--- src/hw/rtl/sem_pkg.sv ---
// ----------------------------------------------------------------------------
// sem_pkg
// Shared constants, register indexes and control structs of the Sobel edge
// magnitude block.
// ----------------------------------------------------------------------------
package sem_pkg;

  localparam int MAX_COLUMNS_DEF = 1024;
  localparam int PIXEL_BITS_DEF  = 8;
  localparam int MAX_ROWS        = 1024;

  localparam int CFG_W     = 11;
  localparam int CFG_IDX_W = 2;
  localparam int MAG_W     = 11;
  localparam int ROW_W     = 10;
  localparam int COLI_W    = 10;

  localparam logic [CFG_IDX_W-1:0] REG_COLUMNS = 2'd0;
  localparam logic [CFG_IDX_W-1:0] REG_ROWS    = 2'd1;

  localparam logic [CFG_W-1:0] COLUMNS_RESET = 11'd1024;
  localparam logic [CFG_W-1:0] ROWS_RESET    = 11'd1024;

  // Commands from the controller to the datapath.
  typedef struct packed {
    logic take_item;
    logic load_col;
    logic grad;
    logic second;
    logic sq_x;
    logic sq_y;
    logic root_step;
    logic put_out;
    logic put_last;
  } sem_cmd_t;

  // Status from the datapath to the controller.
  typedef struct packed {
    logic match;
    logic emit_a;
    logic emit_b;
    logic out_free;
  } sem_sts_t;

endpackage

--- src/hw/rtl/sem_ctrl.sv ---
// ----------------------------------------------------------------------------
// sem_ctrl
// Sequencer: takes one word, updates the window, then works each result
// through gradient, squaring, an iterative root and the output register.
// ----------------------------------------------------------------------------
module sem_ctrl #(
  parameter int PIXEL_BITS = 8
) (
  input  logic              clk,
  input  logic              rst,
  input  logic              in_valid,
  output logic              in_ready,
  input  sem_pkg::sem_sts_t sts,
  output sem_pkg::sem_cmd_t cmd
);
  import sem_pkg::*;

  localparam int RT_W   = PIXEL_BITS + 3;
  localparam int STEP_W = $clog2(RT_W);

  typedef enum logic [2:0] {
    S_IDLE, S_LOAD, S_CHOOSE, S_GRAD, S_SQX, S_SQY, S_ROOT, S_PUT
  } state_t;

  state_t            state;
  logic              second;
  logic [STEP_W-1:0] step;

  assign in_ready = (state == S_IDLE);

  // Commands decoded from the state.
  always_comb begin
    cmd           = '0;
    cmd.second    = second;
    cmd.take_item = (state == S_IDLE) && in_valid && sts.match;
    cmd.load_col  = (state == S_LOAD);
    cmd.grad      = (state == S_GRAD);
    cmd.sq_x      = (state == S_SQX);
    cmd.sq_y      = (state == S_SQY);
    cmd.root_step = (state == S_ROOT);
    cmd.put_out   = (state == S_PUT) && sts.out_free;
    cmd.put_last  = second || !sts.emit_b;
  end

  // State register and sequencing.
  always_ff @(posedge clk) begin
    if (rst) begin
      state  <= S_IDLE;
      second <= 1'b0;
      step   <= '0;
    end else begin
      unique case (state)
        S_IDLE: begin
          if (in_valid && sts.match) begin
            state <= S_LOAD;
          end
        end
        S_LOAD: begin
          state <= S_CHOOSE;
        end
        S_CHOOSE: begin
          priority if (sts.emit_a) begin
            second <= 1'b0;
            state  <= S_GRAD;
          end else if (sts.emit_b) begin
            second <= 1'b1;
            state  <= S_GRAD;
          end else begin
            state <= S_IDLE;
          end
        end
        S_GRAD: begin
          state <= S_SQX;
        end
        S_SQX: begin
          state <= S_SQY;
        end
        S_SQY: begin
          step  <= '0;
          state <= S_ROOT;
        end
        S_ROOT: begin
          step <= step + 1'b1;
          if (step == STEP_W'(RT_W - 1)) begin
            state <= S_PUT;
          end
        end
        S_PUT: begin
          if (sts.out_free) begin
            if (!second && sts.emit_b) begin
              second <= 1'b1;
              state  <= S_GRAD;
            end else begin
              state <= S_IDLE;
            end
          end
        end
        default: state <= S_IDLE;
      endcase
    end
  end

endmodule

--- config.mk ---
export PLATFORM = sky130hd
export DESIGN_NAME = sem_ctrl
export DESIGN_NICKNAME = d
export VERILOG_FILES = /design/src/hw/rtl/sem_pkg.sv /design/src/hw/rtl/sem_ctrl.sv
export SDC_FILE = /design/constraint.sdc
export NUM_CORES = 1
export LEC_CHECK = 0
export BUFFER_PORTS_ARGS = -buffer_cell sky130_fd_sc_hd__buf_2
export CAP_MARGIN = 20
export CORE_UTILIZATION = 33
export CTS_BUF_LIST = sky130_fd_sc_hd__clkbuf_8
export CTS_CLUSTER_SIZE = 30
export DETAILED_ROUTE_END_ITERATION = 10
export SYNTH_ARGS = -nofsm -noshare
export SYNTH_HDL_FRONTEND = slang
export SYNTH_SLANG_ARGS = --single-unit
export TNS_END_PERCENT = 1
--- constraint.sdc ---
create_clock -name clk -period 1.2 [get_ports clk]
set_input_delay 0.12 -clock clk [delete_from_list [all_inputs] [get_ports clk]]
set_output_delay 0.12 -clock clk [all_outputs]
set_load 0.02 [all_outputs]
# Yosys cells after proc, flatten, opt, wreduce, memory -nomap -nowiden
# Index checks and enable logic that the tools add are counted.
# Widths: inputs -> output; s select.
dict set report totals {
  ff_bits 8
  out_inout_bits 10
  elab_cells 43
  in_bits 7
}
dict set report classes {
  add_sub_neg 1
  mux 13
  n_reduce_logical 13
  eq_ne 13
}
# op n
set op_table {}
lappend op_table {{$pmux 3 s8} 1}
lappend op_table {{$eq 3x3->1 const B} 4}
lappend op_table {{$mux 3} 3}
lappend op_table {{$pmux 4 s2} 1}
lappend op_table {{$eq 3x2->1 const B} 2}
lappend op_table {{$mux 2} 3}
lappend op_table {{$ne 2x1->1 const B} 3}
lappend op_table {{$logic_and 1x1->1} 5}
lappend op_table {{$add 4x1->4 const B} 1}
lappend op_table {{$eq 4x4->1 const B} 1}
lappend op_table {{$mux 1} 4}
lappend op_table {{$reduce_and 4->1} 1}
lappend op_table {{$reduce_bool 2->1} 2}
lappend op_table {{$eq 3x1->1 const B} 1}
lappend op_table {{$logic_not 3->1} 1}
lappend op_table {{$ne 3x3->1 const B} 1}
lappend op_table {{$reduce_and 3->1} 1}
lappend op_table {{$logic_not 1->1} 2}
lappend op_table {{$ne 2x2->1 const B} 1}
lappend op_table {{$pmux 1 s2} 1}
lappend op_table {{$logic_or 1x1->1} 1}

# Depth between registers and ports, before layout
# Gate-level depths: netlist of the first run.
dict set report depth {
  ltp_word 5
  mapped_depth 5
  ltp_nobuf 5
}

# Worst setup path before layout of the first run
# No wires, ideal clock.
dict set report synth_path {
  path_type {register to register}
  from {reg state[1]}
  to {reg second}
  path_slack_ns -0.013
  period_less_slack_ns 1.213
  arrival_time_ns 1.127
  path_buffers 1
  stages_incl_launch_ff 6
  t_required_ns 1.114
  setup_ns 0.086
  path_cell_list {dfxtp_1 -> buf_6 -> nand3_1 -> nor2_2 -> o21ai_1 -> a221oi_2}
}
dict set report synth_via {
  elab_chain_cells 3
  elab_cells_between_ends 8
  classes_between {eq/ne (5); mux (1); reduce/logical (2)}
}
# element line_no
set synth_lines {}
lappend synth_lines {{from (decl)} sem_ctrl.sv:25} ;# state_t state;
lappend synth_lines {{from (signal assigned)} sem_ctrl.sv:48} ;# state <= S_IDLE;
lappend synth_lines {{from (signal assigned)} sem_ctrl.sv:55} ;# state <= S_LOAD;
lappend synth_lines {{from (signal assigned)} sem_ctrl.sv:59} ;# state <= S_CHOOSE;
lappend synth_lines {{$eq 3x2->1 or $eq 3x3->1 (tied branches)} sem_ctrl.sv:52} ;# unique case (state)
lappend synth_lines {{$ne 3x3->1 (no line) (tied with other cells)} --}
lappend synth_lines {{$reduce_and 4->1 (no line)} --}
lappend synth_lines {{to (signal assigned)} sem_ctrl.sv:49} ;# second <= 1'b0;
lappend synth_lines {{to (signal assigned)} sem_ctrl.sv:63} ;# second <= 1'b0;
lappend synth_lines {{to (signal assigned)} sem_ctrl.sv:66} ;# second <= 1'b1;
lappend synth_lines {{to (decl)} sem_ctrl.sv:26} ;# logic second;
# Several ways; a longest one is shown, not always the timed one.
# A chain may end at the register's enable or synchronous reset.

==> out/qor.csv, run 1 <==
metric,value,unit
p_leak,0.000360,µW
critical_path.top_delay_family,flip-flops,
fin_worst_skew,0.0101,ns
fmax,817,MHz
hp-class,input pin to flop,
async_flop_share,0,
grt_pass1_wl,2330,µm
synth_top_area_frac,0.300,
clkPwrFrac,0.420,
synth_top_family_by_area,simple AND/OR/NAND/NOR gates,
switchingPower,220,µW
wl_per_cell,11.8,µm
cp_num_buf_inv,1,
antenna_found_initial,0,
critPathMaxFanout,6,
synth_compound_area_frac,0.241,
std_cell_rows,14,
ys_seq_elements,8,
worstPathRequired,1.08,ns
min_period,1.22,ns
swShare,0.274,
cts_buffers,3,
synth_fa_ha_area_frac,0.0468,
drt_first_pass_iters,4,
grt_max_degree,10,
nets,109,
insertion_delay,0.24,ns
gr-total-overflow,0,
critPathKind,flop to output pin,
initial_core_util,0.355,
synth_warnings,0,
setup_ws,-0.0242,ns
n_antenna_cell,0,
path_clk_slew,0.05,ns
seqPwrFrac,0.354,
synth-simple-area-share,0.309,
cts_tree,done,
track_usage,0.181,
slew-limit-headroom,0.869,
mappedNetlistArea,534,µm²
drive_gt1_frac,0.469,
slew_viol_final,0,
die_y,42.2,µm
synth_edf_count,0,
vias,603,
tns,-0.0702,ns
wl,1350,µm
drc_errors,0,
synthFlopType,dfxtp_1,
drt_first_iter_violations,6,
p_total,803,µW
crit_chain,and2b_1 > nor2b_2 > buf_4,
failed_checks,setup timing,
ant_nets,0,
vias_per_cell,5.29,
synth_top_cell_by_area,dfxtp_1,
grt_pass1_vias,513,
status,"complete, but fails checks",
final_cell_mix,"16 x buf_4, 10 x buf_2, 8 x nor2_1",
ys_seq_area_frac,0.300,
hold_violations,0,
postSynthCellCount,72,
layout_commonest_cell,buf_4,
startpoint_type,flop,
die_w,42.2,µm
vdd_drop_max,0.000570,V
arrival,1.10,ns
cts-root-buf,clkbuf_8,
finalSetupViolCount,4,
synth-xor-area-share,0,
core-area,1510,µm²
clockBufferDepth,2,
comb_power_share,0.226,
netlist-cell-type-count,33,
avgSynthCellArea,7.42,µm²
p_int,583,µW
worst_pin_slew,0.196,ns
cpPeakStageDelay,0.37,ns
place_congestion,0.819,
io_pins,17,
die_area,1780,µm²
critPathCaptureType,output pin,
rrSetupSlack,0,ns
dp_hpwl,992,µm
power.density,1010,nW/µm²
syn_nets,81,
cts_max_level,1,
critPathSlowestCell,dfxtp_4,
area_delta_synth_final,48.9,%
period_share,1.02,
rsz0062_at_grt,true,
synth_area_leaders,"dfxtp_1 30%, nor2_1 7.0%, nand2_1 5.6%",
numClockSinks,8,
max_cap_violations,0,
synthMuxAreaShare,0,
port_buffers,16,
-- power by group through the flow --
| stage | Clock, µW | Combinational (µW) | Sequential, µW |
|---|---|---|---|
| global route | 364 | 197 | 286 |
| global placement | 0 | 140 | 292 |
| finish | 338 | 181 | 284 |
| CTS | 342 | 173 | 284 |
| detailed placement | 0 | 140 | 293 |
| floorplan | 0 | 98.6 | 285 |
-- what timing repair did --
action,in CTS,in global routing
pin swaps,4,2
setup endpoints to repair,10,10
resized for setup,15,9
hold endpoints to repair,0,0
hold buffers,0,0
cloned,0,0
setup buffers,5,1
-- cells by family after synthesis --
logic type	count (synthesis)
AO/OA/AOI/OAI	19
AND/OR/NAND/NOR	33
flip-flops	8
adder cells (fa/ha/maj)	2
buffers and inverters	10
-- worst register-to-register path, cell delays in order (launching register included) --
cell	delay, ns
dfxtp_4	0.36
buf_4	0.13
or2b_1	0.24
nor2_2	0.11
o21ai_1	0.08
a221oi_2	0.20
-- synthesized netlist by cell type, drive strengths merged (2+ instances only) --
master	number
a21oi	5
a22oi	2
buf	4
dfxtp	8
ha	2
inv	5
nand2	8
nand2b	2
nor2	11
nor2b	2
nor3	2
o21ai	4
-- layer usage --
| layer | GRT usage | vias to the layer above | part of all wire |
|---|---|---|---|
| li1 | - | 301 | - |
| met1 | 0.209 | 282 | 0.45 |
| met2 | 0.274 | 15 | 0.47 |
| met3 | 0.0776 | 5 | 0.051 |
| met4 | 0.113 | 0 | 0.025 |
| met5 | 0 | - | 0 |
-- per-stage QoR --
stage / setup WS [ns] / hold WS (ns) / area, µm² / std cells / util
floorplan: 0.00139 / 0.208 / 539 / 72 / -
global placement: 0.0141 / 0.329 / 656 / 106 / 0.435
detailed placement: -0.0283 / 0.337 / 656 / 106 / 0.435
CTS: -0.0226 / 0.0907 / 763 / 113 / 0.507
global route: -0.0919 / 0.0959 / 796 / 114 / 0.528
finish: -0.0242 / 0.0866 / 796 / 114 / 0.528
-- sequential cells by signal, summed over array words and instances (netlist names) --
signal,flops
state,3
second,1
step,4
-- layout make-up --
class	instances	area, µm²
Fill cell	153	711
Tap cell	16	20.0
Timing Repair Buffer	28	193
Clock buffer	3	41.3
Sequential cell	8	173
Inverter	5	18.8
Multi-Input combinational cell	54	350
-- worst paths after layout --
check                        startpoint             endpoint  depth (start not counted)
hold / removal                   sts[2]  second$_SDFFE_PP0P_                          2
setup reg to reg  state[0]$_SDFFE_PP0P_  second$_SDFFE_PP0P_                          5
hold reg to reg     second$_SDFFE_PP0P_  second$_SDFFE_PP0P_                          2
setup / recovery  state[1]$_SDFFE_PP0P_               cmd[7]                          3
(Power assumes the default switching activity.)
==> run 2, diff against run 1 <==
==> constraint.sdc (replaced) <==
create_clock -name clk -period 1.3 [get_ports clk]
set_input_delay 0.13 -clock clk [delete_from_list [all_inputs] [get_ports clk]]
set_output_delay 0.13 -clock clk [all_outputs]
set_load 0.02 [all_outputs]
==> run 2 against run 1 <==
Against the previous run:
- the flow now finishes without violations
- clock skew shrank 0.0047 ns
- count of clock-buffer cells in the layout is the same
- utilization shrank 5.2 points
- setup slack gained 0.038 ns
- combinational power shrank 24%
- die area is the same
- clock power shrank 12%
- cell count shrank 5.3%
- critical endpoint is now cmd[8]
- largest cell class unchanged
==> out/qor.csv, run 2 (same netlist as run 1, synthesis figures left out) <==
metric,value,unit,change
rrSetupSlack,0.05,ns,+0.05 ns
nets,103,,-5.5%
hold_depth,2,,unchanged
regMostFlops,step,,
gr-total-overflow,0,,unchanged
seqPwrFrac,0.380,,+0.026
numClockSinks,8,,unchanged
cts-root-buf,clkbuf_8,,
min_from,sts[2],,
path_clk_slew,0.04,ns,about the same
reg.largest.list,"step: 4 flops, state: 3 flops, second: 1 flops",,
io_pins,17,,unchanged
critPathMaxFanout,12,,+6
place_inst,103,,-2.8%
port_buffers,16,,unchanged
period_share,0.990,,
final_area,717,µm²,-9.9%
cts_tree,done,,
max_cap_violations,0,,unchanged
vias_per_cell,5.28,,-0.22%
worst_pin_slew,0.243,ns,+0.0467 ns
startpoint_type,flop,,
grt_pass1_vias,480,,-6.4%
clkPwrFrac,0.425,,+0.005
fmax,777,MHz,
fill_cells,156,,+2.0%
timing.rr.start,step[0]$_SDFFE_PP0P_,,
hp-class,input pin to flop,,
min_to,second$_SDFFE_PP0P_,,
slew_viol_final,0,,unchanged
layout.cells.non_filler,108,,-5.3%
drc_errors,0,,unchanged
comb_power_share,0.195,,-0.031
core-area,1510,µm²,unchanged
finalSetupViolCount,0,,-4
die_area,1780,µm²,unchanged
wl_per_cell,11.4,µm,-3.4%
die_y,42.2,µm,unchanged
cpPeakStageDelay,0.37,ns,about the same
final_cell_mix,"13 x buf_2, 9 x nor2_1, 9 x buf_4",,
cts_max_level,1,,unchanged
reg2regPathDepth,5,,unchanged
largest_reg_flops,4,,unchanged
drt_first_pass_iters,4,,unchanged
status,finished clean,,
initial_core_util,0.355,,unchanged
antenna_found_initial,0,,unchanged
grt_pass1_wl,2020,µm,-13%
drive_gt1_frac,0.380,,-0.0890
cts_buffers,3,,unchanged
clockBufferDepth,2,,unchanged
n_antenna_cell,0,,unchanged
insertion_delay,0.23,ns,about the same
ant_nets,0,,unchanged
p_leak,0.000331,µW,-8.0%
drt_first_iter_violations,9,,+3
slew-limit-headroom,0.838,,-0.0312
area_delta_synth_final,34.2,%,
r2r_end,step[2]$_SDFFE_PP0P_,,
placed_area,628,µm²,-4.2%
p_int,517,µW,-11%
track_usage,0.148,,-0.0336
multiInputGateArea,333,µm²,-5.0%
vdd_drop_max,0.000421,V,-26%
hold_violations,0,,unchanged
worstPathRequired,1.17,ns,+0.09 ns
vias,570,,-5.5%
hold_ws,0.103,ns,+0.0162 ns
die_w,42.2,µm,unchanged
layout_commonest_cell,buf_2,,
rsz0062_at_grt,true,,
final-seq-area,171,µm²,-0.73%
dp_hpwl,896,µm,-9.7%
arrival,1.16,ns,+0.06 ns
std_cell_rows,14,,unchanged
min_period,1.29,ns,
wl,1230,µm,-8.5%
swShare,0.264,,-0.0102
critPathKind,flop to output pin,,
grt_max_degree,13,,+3
fin_worst_skew,0.00542,ns,-0.00473 ns
place_congestion,0.738,,-9.9%
power.density,979,nW/µm²,-3.1%
switchingPower,185,µW,-16%
critPathSlowestCell,dfxtp_4,,
crit_chain,or2_4 > nor3_2 > buf_4,,
critPathCaptureType,output pin,,
## run 2: changes by cell type in the layout (fill, tap and decap cells not counted), sizes merged
cell	delta
buf	-6
## run 2: power by group through the flow
stage,Combinational [µW],Clock (µW),Sequential (µW)
floorplan,90.4,0,263
global placement,116,0,273
detailed placement,116,0,273
CTS,123,310,268
global route,148,326,268
finish,137,298,267
## run 2: through the flow
step / util / power [µW] / TNS (ns) / setup slack, ns
2_1_floorplan: - / 354 / 0 / 0.0866
6_report: 0.476 / 702 / 0 / 0.0134
5_1_grt: 0.476 / 742 / -0.0276 / -0.0232
3_3_place_gp: 0.417 / 390 / 0 / 0.0692
3_5_place_dp: 0.417 / 390 / 0 / 0.0293
4_1_cts: 0.453 / 700 / -0.0350 / -0.0350
## run 2: final cells by class
class | instances | area share
multi-input cells | 54 | 0.464
clock buffers | 3 | 0.0576
well taps | 16 | 0.0279
repair buffers | 22 | 0.185
inverters | 5 | 0.0262
flip-flops and latches | 8 | 0.239
## run 2: worst max-delay path: cells and delay by family (launching register included)
kind / cells / cell delay, ns
AND/OR/NAND/NOR: 2 / 0.39
flip-flops: 1 / 0.37
buffers and inverters: 1 / 0.16
## run 2: metal layers
layer	track usage	part of all wire	wire, µm	up-vias
li1	-	-	-	293
met1	0.172	0.46	566	258
met3	0.0517	0.059	73	2
met4	0.0563	0.011	13	0
met5	0	0	0	-
met2	0.246	0.47	580	17
## run 2: timing repair
action	4_1_cts	5_1_grt
buffers inserted	0	2
setup endpoints to repair	9	7
gates cloned	0	0
hold buffers	0	0
gates resized for setup	7	7
pin swaps	0	0
## run 2: how the worst max path moves through the flow
stage	from	end
after floorplan	state[1]$_SDFFE_PP0P_	second$_SDFFE_PP0P_
after global placement	state[1]$_SDFFE_PP0P_	second$_SDFFE_PP0P_
after detailed placement	state[1]$_SDFFE_PP0P_	second$_SDFFE_PP0P_
after CTS	state[1]$_SDFFE_PP0P_	cmd[8]
after global routing	state[0]$_SDFFE_PP0P_	cmd[8]
final	state[0]$_SDFFE_PP0P_	cmd[8]
